===== src/rtl/bctt_pkg.sv =====
`timescale 1ns / 1ps
// ----------------------------------------------------------------------------
// Buffer cache tag table package
// Shared codes, table entry layout, queued item layout and back-end states.
// ----------------------------------------------------------------------------
package bctt_pkg;

   localparam logic OP_READ    = 1'b0;
   localparam logic OP_RELEASE = 1'b1;

   localparam logic [1:0] STATUS_OK        = 2'd0;
   localparam logic [1:0] STATUS_NO_FREE   = 2'd1;
   localparam logic [1:0] STATUS_UNUSED    = 2'd2;
   localparam logic [1:0] STATUS_SATURATED = 2'd3;

   localparam logic [7:0] COUNT_MAX = 8'hFF;

   typedef struct packed {
      logic [7:0]  dev;
      logic [31:0] block_number;
      logic [7:0]  count;
   } entry_type;

   typedef struct packed {
      logic        op;
      logic [7:0]  dev;
      logic [31:0] block_number;
      logic [3:0]  slot;
      logic        slot_in_range;
   } item_type;

   typedef enum logic [2:0] {
      ST_IDLE,
      ST_SCAN,
      ST_LAST,
      ST_RDATA,
      ST_FINISH
   } state_type;

endpackage


===== src/rtl/bctt_req_if.sv =====
`timescale 1ns / 1ps
// ----------------------------------------------------------------------------
// Request channel
// Valid/ready channel that carries one lookup or release request.
// ----------------------------------------------------------------------------
interface bctt_req_if;
   logic        valid;
   logic        ready;
   logic        op;
   logic [7:0]  dev;
   logic [31:0] block_number;
   logic [3:0]  slot;

   modport source (output valid, op, dev, block_number, slot, input ready);
   modport sink   (input valid, op, dev, block_number, slot, output ready);
endinterface


===== src/rtl/bctt_rsp_if.sv =====
`timescale 1ns / 1ps
// ----------------------------------------------------------------------------
// Response channel
// Valid/ready channel that carries one result per request.
// ----------------------------------------------------------------------------
interface bctt_rsp_if;
   logic       valid;
   logic       ready;
   logic [3:0] slot_out;
   logic       hit;
   logic       fill_needed;
   logic [1:0] status;

   modport source (output valid, slot_out, hit, fill_needed, status, input ready);
   modport sink   (input valid, slot_out, hit, fill_needed, status, output ready);
endinterface


===== src/rtl/bctt_ram.sv =====
`timescale 1ns / 1ps
// ----------------------------------------------------------------------------
// Generic RAM
// One write port and one read port with registered read data.
// ----------------------------------------------------------------------------
module bctt_ram #(
   parameter int WIDTH = 8,
   parameter int DEPTH = 16,
   localparam int AW = $clog2(DEPTH)
) (
   input  logic             clock,
   input  logic             wr_en,
   input  logic [AW-1:0]    wr_addr,
   input  logic [WIDTH-1:0] wr_data,
   input  logic [AW-1:0]    rd_addr,
   output logic [WIDTH-1:0] rd_data
);

   logic [WIDTH-1:0] mem_ff [DEPTH];
   logic [WIDTH-1:0] rd_data_ff;

   always_ff @(posedge clock) begin
      if (wr_en) begin
         mem_ff[wr_addr] <= wr_data;
      end
      rd_data_ff <= mem_ff[rd_addr];
   end

   assign rd_data = rd_data_ff;

endmodule


===== src/rtl/bctt_front.sv =====
`timescale 1ns / 1ps
// ----------------------------------------------------------------------------
// Buffer cache tag table front end
// Takes requests, checks the release slot range and queues them in a
// two-entry queue for the back end.
// ----------------------------------------------------------------------------
module bctt_front #(
   parameter int SLOTS = 16
) (
   input  logic               clock,
   input  logic               reset,
   bctt_req_if.sink           req_chan,
   output bctt_pkg::item_type head,
   output logic               head_valid,
   input  logic               pop
);

   bctt_pkg::item_type q_ff [2];
   logic               wr_ptr_ff, wr_ptr_in;
   logic               rd_ptr_ff, rd_ptr_in;
   logic [1:0]         count_ff, count_in;
   logic               push;
   bctt_pkg::item_type item;

   assign req_chan.ready = (count_ff != 2'd2);
   assign push = req_chan.valid && req_chan.ready;

   always_comb begin
      item.op            = req_chan.op;
      item.dev           = req_chan.dev;
      item.block_number  = req_chan.block_number;
      item.slot          = req_chan.slot;
      item.slot_in_range = (int'(req_chan.slot) < SLOTS);
   end

   always_comb begin
      wr_ptr_in = push ? ~wr_ptr_ff : wr_ptr_ff;
      rd_ptr_in = pop ? ~rd_ptr_ff : rd_ptr_ff;
      count_in  = count_ff + 2'(push) - 2'(pop);
   end

   always_ff @(posedge clock) begin
      if (reset) begin
         wr_ptr_ff <= 1'b0;
         rd_ptr_ff <= 1'b0;
         count_ff  <= 2'd0;
      end else begin
         wr_ptr_ff <= wr_ptr_in;
         rd_ptr_ff <= rd_ptr_in;
         count_ff  <= count_in;
      end
   end

   always_ff @(posedge clock) begin
      if (push) begin
         q_ff[wr_ptr_ff] <= item;
      end
   end

   assign head       = q_ff[rd_ptr_ff];
   assign head_valid = (count_ff != 2'd0);

endmodule


===== src/rtl/bctt_back.sv =====
`timescale 1ns / 1ps
// ----------------------------------------------------------------------------
// Buffer cache tag table back end
// Reads scan the slot table for a tag match and the first idle slot, releases
// read their slot; both update the user count and register the response.
// ----------------------------------------------------------------------------
module bctt_back #(
   parameter int SLOTS = 16
) (
   input  logic               clock,
   input  logic               reset,
   input  bctt_pkg::item_type head,
   input  logic               head_valid,
   output logic               pop,
   bctt_rsp_if.source         rsp_chan
);

   localparam int SLOT_W = $clog2(SLOTS);
   localparam int ENTRY_W = $bits(bctt_pkg::entry_type);
   localparam logic [SLOT_W-1:0] LAST_SLOT = SLOT_W'(SLOTS - 1);

   bctt_pkg::state_type state_ff, state_in;
   bctt_pkg::item_type  cur_ff, cur_in;
   bctt_pkg::entry_type sel_ff, sel_in;
   logic [SLOT_W-1:0]   scan_ff, scan_in;
   logic [SLOT_W-1:0]   addr_d_ff;
   logic                eval_ff, eval_in;
   logic                found_match_ff, found_match_in;
   logic                found_free_ff, found_free_in;
   logic [SLOT_W-1:0]   match_slot_ff, match_slot_in;
   logic [SLOT_W-1:0]   free_slot_ff, free_slot_in;
   logic [SLOTS-1:0]    valid_ff, valid_in;

   logic                rsp_valid_ff, rsp_valid_in;
   logic [3:0]          slot_out_ff, slot_out_in;
   logic                hit_ff, hit_in;
   logic                fill_ff, fill_in;
   logic [1:0]          status_ff, status_in;

   logic                out_free;
   logic                load;
   logic [SLOT_W-1:0]   rd_addr;
   logic [ENTRY_W-1:0]  rd_data;
   bctt_pkg::entry_type rd_entry;
   logic                wr_en;
   logic [SLOT_W-1:0]   pick;
   bctt_pkg::entry_type wr_entry;
   logic [7:0]          cnt;
   logic                found;
   logic                unused;

   bctt_ram #(
      .WIDTH (ENTRY_W),
      .DEPTH (SLOTS)
   ) u_table (
      .clock   (clock),
      .wr_en   (wr_en),
      .wr_addr (pick),
      .wr_data (wr_entry),
      .rd_addr (rd_addr),
      .rd_data (rd_data)
   );

   // Slots never written read as the reset value of zero.
   assign rd_entry = valid_ff[addr_d_ff] ? bctt_pkg::entry_type'(rd_data) : '0;
   assign out_free = !rsp_valid_ff || rsp_chan.ready;

   always_comb begin
      state_in = state_ff;
      unique case (state_ff)
         bctt_pkg::ST_IDLE: begin
            if (head_valid) begin
               state_in = (head.op == bctt_pkg::OP_READ) ? bctt_pkg::ST_SCAN
                                                         : bctt_pkg::ST_RDATA;
            end
         end
         bctt_pkg::ST_SCAN: begin
            if (scan_ff == LAST_SLOT) begin
               state_in = bctt_pkg::ST_LAST;
            end
         end
         bctt_pkg::ST_LAST:  state_in = bctt_pkg::ST_FINISH;
         bctt_pkg::ST_RDATA: state_in = bctt_pkg::ST_FINISH;
         bctt_pkg::ST_FINISH: begin
            if (out_free) begin
               state_in = bctt_pkg::ST_IDLE;
            end
         end
         default: state_in = bctt_pkg::ST_IDLE;
      endcase
   end

   always_comb begin
      pop            = 1'b0;
      load           = 1'b0;
      wr_en          = 1'b0;
      rd_addr        = scan_ff;
      cur_in         = cur_ff;
      sel_in         = sel_ff;
      scan_in        = scan_ff;
      eval_in        = 1'b0;
      found_match_in = found_match_ff;
      found_free_in  = found_free_ff;
      match_slot_in  = match_slot_ff;
      free_slot_in   = free_slot_ff;
      valid_in       = valid_ff;
      slot_out_in    = slot_out_ff;
      hit_in         = hit_ff;
      fill_in        = fill_ff;
      status_in      = status_ff;
      pick           = SLOT_W'(cur_ff.slot);
      cnt            = sel_ff.count;
      found          = 1'b0;
      unused         = 1'b0;
      wr_entry       = sel_ff;

      unique case (state_ff)
         bctt_pkg::ST_IDLE: begin
            rd_addr = SLOT_W'(head.slot);
            if (head_valid) begin
               pop            = 1'b1;
               cur_in         = head;
               scan_in        = '0;
               found_match_in = 1'b0;
               found_free_in  = 1'b0;
            end
         end
         bctt_pkg::ST_SCAN: begin
            scan_in = scan_ff + 1'b1;
            eval_in = 1'b1;
         end
         bctt_pkg::ST_LAST: begin
         end
         bctt_pkg::ST_RDATA: begin
            sel_in = rd_entry;
         end
         bctt_pkg::ST_FINISH: begin
            load = out_free;
            if (cur_ff.op == bctt_pkg::OP_READ) begin
               found = found_match_ff || found_free_ff;
               if (found_match_ff) begin
                  pick = match_slot_ff;
                  cnt  = sel_ff.count;
               end else begin
                  pick = free_slot_ff;
                  cnt  = '0;
               end
               wr_entry.dev          = cur_ff.dev;
               wr_entry.block_number = cur_ff.block_number;
               wr_entry.count        = cnt + 8'd1;
               wr_en       = load && found && (cnt != bctt_pkg::COUNT_MAX);
               slot_out_in = found ? 4'(pick) : 4'd0;
               hit_in      = found_match_ff;
               fill_in     = found && (cnt == 8'd0);
               if (!found) begin
                  status_in = bctt_pkg::STATUS_NO_FREE;
               end else if (cnt == bctt_pkg::COUNT_MAX) begin
                  status_in = bctt_pkg::STATUS_SATURATED;
               end else begin
                  status_in = bctt_pkg::STATUS_OK;
               end
            end else begin
               unused         = !cur_ff.slot_in_range || (cnt == 8'd0);
               wr_entry.count = cnt - 8'd1;
               wr_en          = load && !unused;
               slot_out_in    = cur_ff.slot;
               hit_in         = 1'b0;
               fill_in        = 1'b0;
               status_in      = unused ? bctt_pkg::STATUS_UNUSED : bctt_pkg::STATUS_OK;
            end
            if (wr_en) begin
               valid_in[pick] = 1'b1;
            end
         end
         default: begin
         end
      endcase

      if (eval_ff) begin
         if (!found_match_ff && (rd_entry.dev == cur_ff.dev)
             && (rd_entry.block_number == cur_ff.block_number)) begin
            found_match_in = 1'b1;
            match_slot_in  = addr_d_ff;
            sel_in         = rd_entry;
         end
         if (!found_free_ff && (rd_entry.count == 8'd0)) begin
            found_free_in = 1'b1;
            free_slot_in  = addr_d_ff;
         end
      end

      rsp_valid_in = load ? 1'b1 : (rsp_chan.ready ? 1'b0 : rsp_valid_ff);
   end

   always_ff @(posedge clock) begin
      if (reset) begin
         state_ff       <= bctt_pkg::ST_IDLE;
         eval_ff        <= 1'b0;
         found_match_ff <= 1'b0;
         found_free_ff  <= 1'b0;
         valid_ff       <= '0;
         rsp_valid_ff   <= 1'b0;
      end else begin
         state_ff       <= state_in;
         eval_ff        <= eval_in;
         found_match_ff <= found_match_in;
         found_free_ff  <= found_free_in;
         valid_ff       <= valid_in;
         rsp_valid_ff   <= rsp_valid_in;
      end
   end

   always_ff @(posedge clock) begin
      cur_ff        <= cur_in;
      sel_ff        <= sel_in;
      scan_ff       <= scan_in;
      addr_d_ff     <= rd_addr;
      match_slot_ff <= match_slot_in;
      free_slot_ff  <= free_slot_in;
      if (load) begin
         slot_out_ff <= slot_out_in;
         hit_ff      <= hit_in;
         fill_ff     <= fill_in;
         status_ff   <= status_in;
      end
   end

   assign rsp_chan.valid       = rsp_valid_ff;
   assign rsp_chan.slot_out    = slot_out_ff;
   assign rsp_chan.hit         = hit_ff;
   assign rsp_chan.fill_needed = fill_ff;
   assign rsp_chan.status      = status_ff;

   a_write_in_finish: assert property (@(posedge clock) disable iff (reset)
      wr_en |-> (state_ff == bctt_pkg::ST_FINISH))
      else $error("Table write outside the finish state.");

   a_scan_advances: assert property (@(posedge clock) disable iff (reset)
      (state_ff == bctt_pkg::ST_SCAN) |=>
      ((state_ff == bctt_pkg::ST_SCAN) || (state_ff == bctt_pkg::ST_LAST)))
      else $error("Scan left without reaching the last slot.");

   a_finish_holds: assert property (@(posedge clock) disable iff (reset)
      ((state_ff == bctt_pkg::ST_FINISH) && !out_free) |=>
      ((state_ff == bctt_pkg::ST_FINISH) && $stable(cur_ff)))
      else $error("Finished item lost while the response register was full.");

   a_read_count_nonzero: assert property (@(posedge clock) disable iff (reset)
      (wr_en && (cur_ff.op == bctt_pkg::OP_READ)) |-> (wr_entry.count != 8'd0))
      else $error("Read wrote back a zero user count.");

   a_pop_with_item: assert property (@(posedge clock) disable iff (reset)
      pop |-> head_valid)
      else $error("Queue popped while empty.");

endmodule


===== src/rtl/buffer_cache_tag_table_top.sv =====
`timescale 1ns / 1ps
// ----------------------------------------------------------------------------
// Buffer cache tag table
// A read scans all SLOTS slots through the table RAM read port, one slot per
// cycle; a release reads only its own slot. The back end takes a new request
// only after the previous result is loaded into the response register.
// A two-entry request queue keeps taking transfers while the back end works,
// until it is full. Synchronous reset empties the queue and clears all slot
// valid bits at once, so every tag and user count reads as zero after reset.
// ----------------------------------------------------------------------------
module buffer_cache_tag_table_top #(
   parameter int SLOTS = 16
) (
   input logic        clock,
   input logic        reset,
   bctt_req_if.sink   req_chan,
   bctt_rsp_if.source rsp_chan
);

   bctt_pkg::item_type head;
   logic               head_valid;
   logic               pop;

   bctt_front #(
      .SLOTS (SLOTS)
   ) u_front (
      .clock      (clock),
      .reset      (reset),
      .req_chan   (req_chan),
      .head       (head),
      .head_valid (head_valid),
      .pop        (pop)
   );

   bctt_back #(
      .SLOTS (SLOTS)
   ) u_back (
      .clock      (clock),
      .reset      (reset),
      .head       (head),
      .head_valid (head_valid),
      .pop        (pop),
      .rsp_chan   (rsp_chan)
   );

endmodule

===== src/flat_wrapper.sv =====
// flat-port wrapper written by rule: the top's interface ports become plain ports
module buffer_cache_tag_table_top_flat 
#(
   parameter int SLOTS = 16
)
  (clock, reset, req_chan_valid, req_chan_op, req_chan_dev, req_chan_block_number, req_chan_slot, req_chan_ready, rsp_chan_valid, rsp_chan_slot_out, rsp_chan_hit, rsp_chan_fill_needed, rsp_chan_status, rsp_chan_ready);
  bctt_req_if req_chan_i ();
  bctt_rsp_if rsp_chan_i ();
  input logic clock;
  input logic reset;
  input wire logic [$bits(req_chan_i.valid)-1:0] req_chan_valid;
  input wire logic [$bits(req_chan_i.op)-1:0] req_chan_op;
  input wire logic [$bits(req_chan_i.dev)-1:0] req_chan_dev;
  input wire logic [$bits(req_chan_i.block_number)-1:0] req_chan_block_number;
  input wire logic [$bits(req_chan_i.slot)-1:0] req_chan_slot;
  output wire logic [$bits(req_chan_i.ready)-1:0] req_chan_ready;
  output wire logic [$bits(rsp_chan_i.valid)-1:0] rsp_chan_valid;
  output wire logic [$bits(rsp_chan_i.slot_out)-1:0] rsp_chan_slot_out;
  output wire logic [$bits(rsp_chan_i.hit)-1:0] rsp_chan_hit;
  output wire logic [$bits(rsp_chan_i.fill_needed)-1:0] rsp_chan_fill_needed;
  output wire logic [$bits(rsp_chan_i.status)-1:0] rsp_chan_status;
  input wire logic [$bits(rsp_chan_i.ready)-1:0] rsp_chan_ready;
  assign req_chan_i.valid = req_chan_valid;
  assign req_chan_i.op = req_chan_op;
  assign req_chan_i.dev = req_chan_dev;
  assign req_chan_i.block_number = req_chan_block_number;
  assign req_chan_i.slot = req_chan_slot;
  assign req_chan_ready = req_chan_i.ready;
  assign rsp_chan_valid = rsp_chan_i.valid;
  assign rsp_chan_slot_out = rsp_chan_i.slot_out;
  assign rsp_chan_hit = rsp_chan_i.hit;
  assign rsp_chan_fill_needed = rsp_chan_i.fill_needed;
  assign rsp_chan_status = rsp_chan_i.status;
  assign rsp_chan_i.ready = rsp_chan_ready;
  buffer_cache_tag_table_top #(.SLOTS(SLOTS)) u_core (.clock(clock), .reset(reset), .req_chan(req_chan_i), .rsp_chan(rsp_chan_i));
endmodule

===== config.mk =====
export PLATFORM = sky130hd
export DESIGN_NAME = buffer_cache_tag_table_top_flat
export DESIGN_NICKNAME = d
export VERILOG_FILES = /design/src/rtl/bctt_pkg.sv /design/src/rtl/bctt_req_if.sv /design/src/rtl/bctt_rsp_if.sv /design/src/rtl/bctt_ram.sv /design/src/rtl/bctt_front.sv /design/src/rtl/bctt_back.sv /design/src/rtl/buffer_cache_tag_table_top.sv /design/src/flat_wrapper.sv
export SDC_FILE = /design/constraint.sdc
export NUM_CORES = 1
export LEC_CHECK = 0
export BUFFER_PORTS_ARGS = -buffer_cell sky130_fd_sc_hd__buf_2
export CORE_MARGIN = 1
export CORE_UTILIZATION = 52
export CTS_BUF_LIST = sky130_fd_sc_hd__clkbuf_4
export DETAILED_ROUTE_END_ITERATION = 8
export PLACE_DENSITY = 0.8
export REMOVE_ABC_BUFFERS = 1
export SLEW_MARGIN = 20
export SYNTH_ARGS = -nofsm -noshare
export SYNTH_HDL_FRONTEND = slang
export SYNTH_SLANG_ARGS = --single-unit

===== constraint.sdc =====
create_clock -name clock -period 5.14 [get_ports clock]
set_input_delay 0.514 -clock clock [delete_from_list [all_inputs] [get_ports clock]]
set_output_delay 0.514 -clock clock [all_outputs]
set_load 0.03 [all_outputs]

==> run metrics <==
status finished, final reports clean; Rows a little over 100; Yosys reg bits approximately 1100; sequential area share after synthesis between 70% and 80%; commonest non-fill, non-tap cell in the layout edfxtp_1; RSZ-0062 raised after global routing false; max-cap violation count 0; CP Max Fanout 27; Worst EP arrival roughly 5200 ps; total track usage roughly a quarter; placed insts 3367; Reg area 0.0303 mm2; Filler cells 5453; syn avg cell area 17.6 um2; Post-Synthesis Cells 2313; via count roughly 23000; leakage power ~16 nW; Top FF cell, synth edfxtp_1; Clock Root Buffer clkbuf_4; Peak supply drop about 0.00084 V; Final Skew 115 ps; Worst Max-Slew Pin Slew 1050 ps; Slew Limit Fails 0; wirelength, routed 91.1 mm; Max Freq 0.231 GHz; Synth cell types between 60 and 70; Tcrit/Tclk final approximately 84%; Slew HR approximately 30%; drt first pass iters 7; Clk Latency, worst-skew pair approximately 1100 ps; Core Box Area ~0.077 mm2; area of the mapped netlist just over 0.04 mm2; Post-DRT Antenna Nets 0; Clock Path Buffers 4; overall power 30.6 mW; Post-synth EDFFs roughly 900; FFs w/ async S/R, synth 0%; WS Path Type flop to flop; Req. time, crit path ~6000 ps; number of placed I/O pins around 60; DP Worst Slack 906 ps; TritonCTS clock tree done; share of layout cells above drive strength 1 30.0%; Hold Path Class input pin to flop; vias in the first global route between 20000 and 25000; Initial Utilization 52.5%; Finished Layout Cells 3877; Worst-path clk slew ~60 ps; WL per Instance ~23 um; post-CTS resize count 0; DRT iter0 DRCs between 2000 and 2500; Startpoint Class flop; highest-count cells in the layout ignoring fill and taps edfxtp_1, clkbuf_4, nand2_1; first-pass GRT wire length ~140 mm; Hold-fix buffers, CTS between 50 and 60; post-layout min period ~4300 ps; initial antenna violation count 3; clock tree sinks about 1100; final count of negative-setup-slack endpoints 0; die width ~280 um; Setup Fix Bufs, Post-CTS 0; die height ~280 um; pin count of the biggest net entering global routing 81; DR DRC count 0; hpwl dp approximately 52 mm; area of the die between 0.07 and 0.08 mm2; Area growth syn-to-layout 14.4%; htree depth 5; global route total overflow 0; setup ws final between 800 and 900 ps; Final Hold Viols 0; PD cells 657 mW/mm2; nets roughly 2700; Vias per Instance 5.86; area of the multi-input gates around 0.0098 mm2; synth warn 0; number of buffers created by CTS 280; crit end category flop; gpl congestion about 0.9; I/O Buffers 58
[logic make-up after synthesis]
| family | count (synthesis) | share of synthesized area [%] |
|---|---|---|
| and+or+nand+nor | 510 | 5.67 |
| buffers and inverters | 186 | 1.92 |
| adders and majority gates | 7 | 0.215 |
| xor gates and xnor gates | 18 | 0.387 |
| DFF | 1051 | 74.4 |
| muxes | 308 | 13.7 |
| AOI/OAI and AO/OA | 233 | 3.74 |
[final timing paths]
check / from / endpoint / slack [ps] / depth (start not counted)
setup / recovery: u_core.u_back.addr_d_ff[0] / u_core.u_back.sel_ff[37] / 810 / 9
hold / removal: req_chan_block_number[12] / u_core.u_front.q_ff[1][16] / 120 / 2
setup reg to reg: u_core.u_back.addr_d_ff[0] / u_core.u_back.sel_ff[37] / 810 / 9
hold reg to reg: u_core.u_back.sel_ff[44] / u_core.u_back.sel_ff[44] / 460 / 2
[layer usage]
| metal | wire length, um | part of all wire, % | up-vias | global-route usage (%) |
|---|---|---|---|---|
| met2 | 44300 | 49 | 1104 | 37.9 |
| met4 | 2560 | 2.8 | 0 | 9.74 |
| li1 | - | - | 9904 | - |
| met3 | 7830 | 8.6 | 176 | 5.86 |
| met5 | 0 | 0 | - | 0 |
| met1 | 36400 | 40 | 11534 | 30.8 |
[layout make-up]
type	instances	area share (%)
Sequential cell	1051	65.0
Inverter	69	0.559
Antenna cell	1	0.00537
Tap cell	1040	2.79
Clock inverter	55	0.594
Timing Repair Buffer	182	3.38
Clock buffer	403	6.50
Multi-Input combinational cell	1076	21.1
[Yosys cell counts, drive strengths merged (3+ instances only)]
library cell / count / area [um2]
edfxtp: 923 / 27700
nand2: 296 / 1110
mux4: 192 / 4320
dfxtp: 128 / 2560
clkbuf: 70 / 263
nor2: 70 / 263
inv: 69 / 259
o21ai: 68 / 340
mux2: 64 / 721
a31oi: 62 / 388
and3: 52 / 325
mux2i: 52 / 521
buf: 47 / 259
a21oi: 33 / 165
nand3: 19 / 95.1
nand4: 15 / 93.8
xnor2: 13 / 114
o21ba: 10 / 100
o22ai: 10 / 62.6
nor2b: 8 / 50.1
nor4bb: 8 / 80.1
ha: 7 / 87.6
nand2b: 7 / 43.8
nor3: 6 / 30.0
o221ai: 6 / 52.6
a21boi: 5 / 37.5
a22oi: 5 / 51.3
nor4: 5 / 31.3
o311ai: 5 / 43.8
xor2: 5 / 43.8
nand3b: 4 / 30.0
o21a: 4 / 30.0
o221a: 4 / 45.0
a221oi: 3 / 26.3
and2: 3 / 18.8
nand4b: 3 / 26.3
nor3b: 3 / 22.5
or2: 3 / 18.8
[stage by stage]
step           TNS (ps)  utilization [%]  area (um2)  hold slack, ps
2_1_floorplan  -1838790                -       40200             426
3_3_place_gp          0             55.1       42700             438
3_5_place_dp          0             55.2       42700             447
4_1_cts               0             60.1       46600          0.0997
5_1_grt               0             60.1       46600            48.7
6_report              0             60.1       46600             121
[where the power goes]
part           leakage [nW]  switching (mW)  total (mW)  internal, mW
clock                  2.01            3.17        6.85          3.68
sequential             9.47           0.811        12.2          11.4
combinational          4.45            6.73        11.6          4.83
[registers in the layout (all words and copies together), names as in the netlist, 2 cells and up, named ones only]
register and flops:
u_core.u_back.match_slot_ff 4, u_core.u_back.cur_ff 45, u_core.u_back.free_slot_ff 4, u_core.u_back.valid_ff 16, u_core.u_back.u_table.rd_data 48, u_core.u_front.count_ff 2, u_core.u_back.scan_ff 4, u_core.u_back.u_table.mem_ff 768
u_core.u_back.rsp_chan.status 2, u_core.u_back.rsp_chan.slot_out 4, u_core.u_back.addr_d_ff 4, u_core.u_back.sel_ff 48, u_core.u_front.q_ff 90, u_core.u_back.state_ff 3
[critical path: stages (launching register included)]
cell	delay, ps
dfxtp_1	520
mux2_1	220
a2bb2oi_2	530
nand3_1	600
a21boi_0	420
o2111ai_1	140
or4b_4	520
o41ai_4	370
buf_4	470
mux2_1	380
No activity file was read; power rests on OpenSTA's default activity.
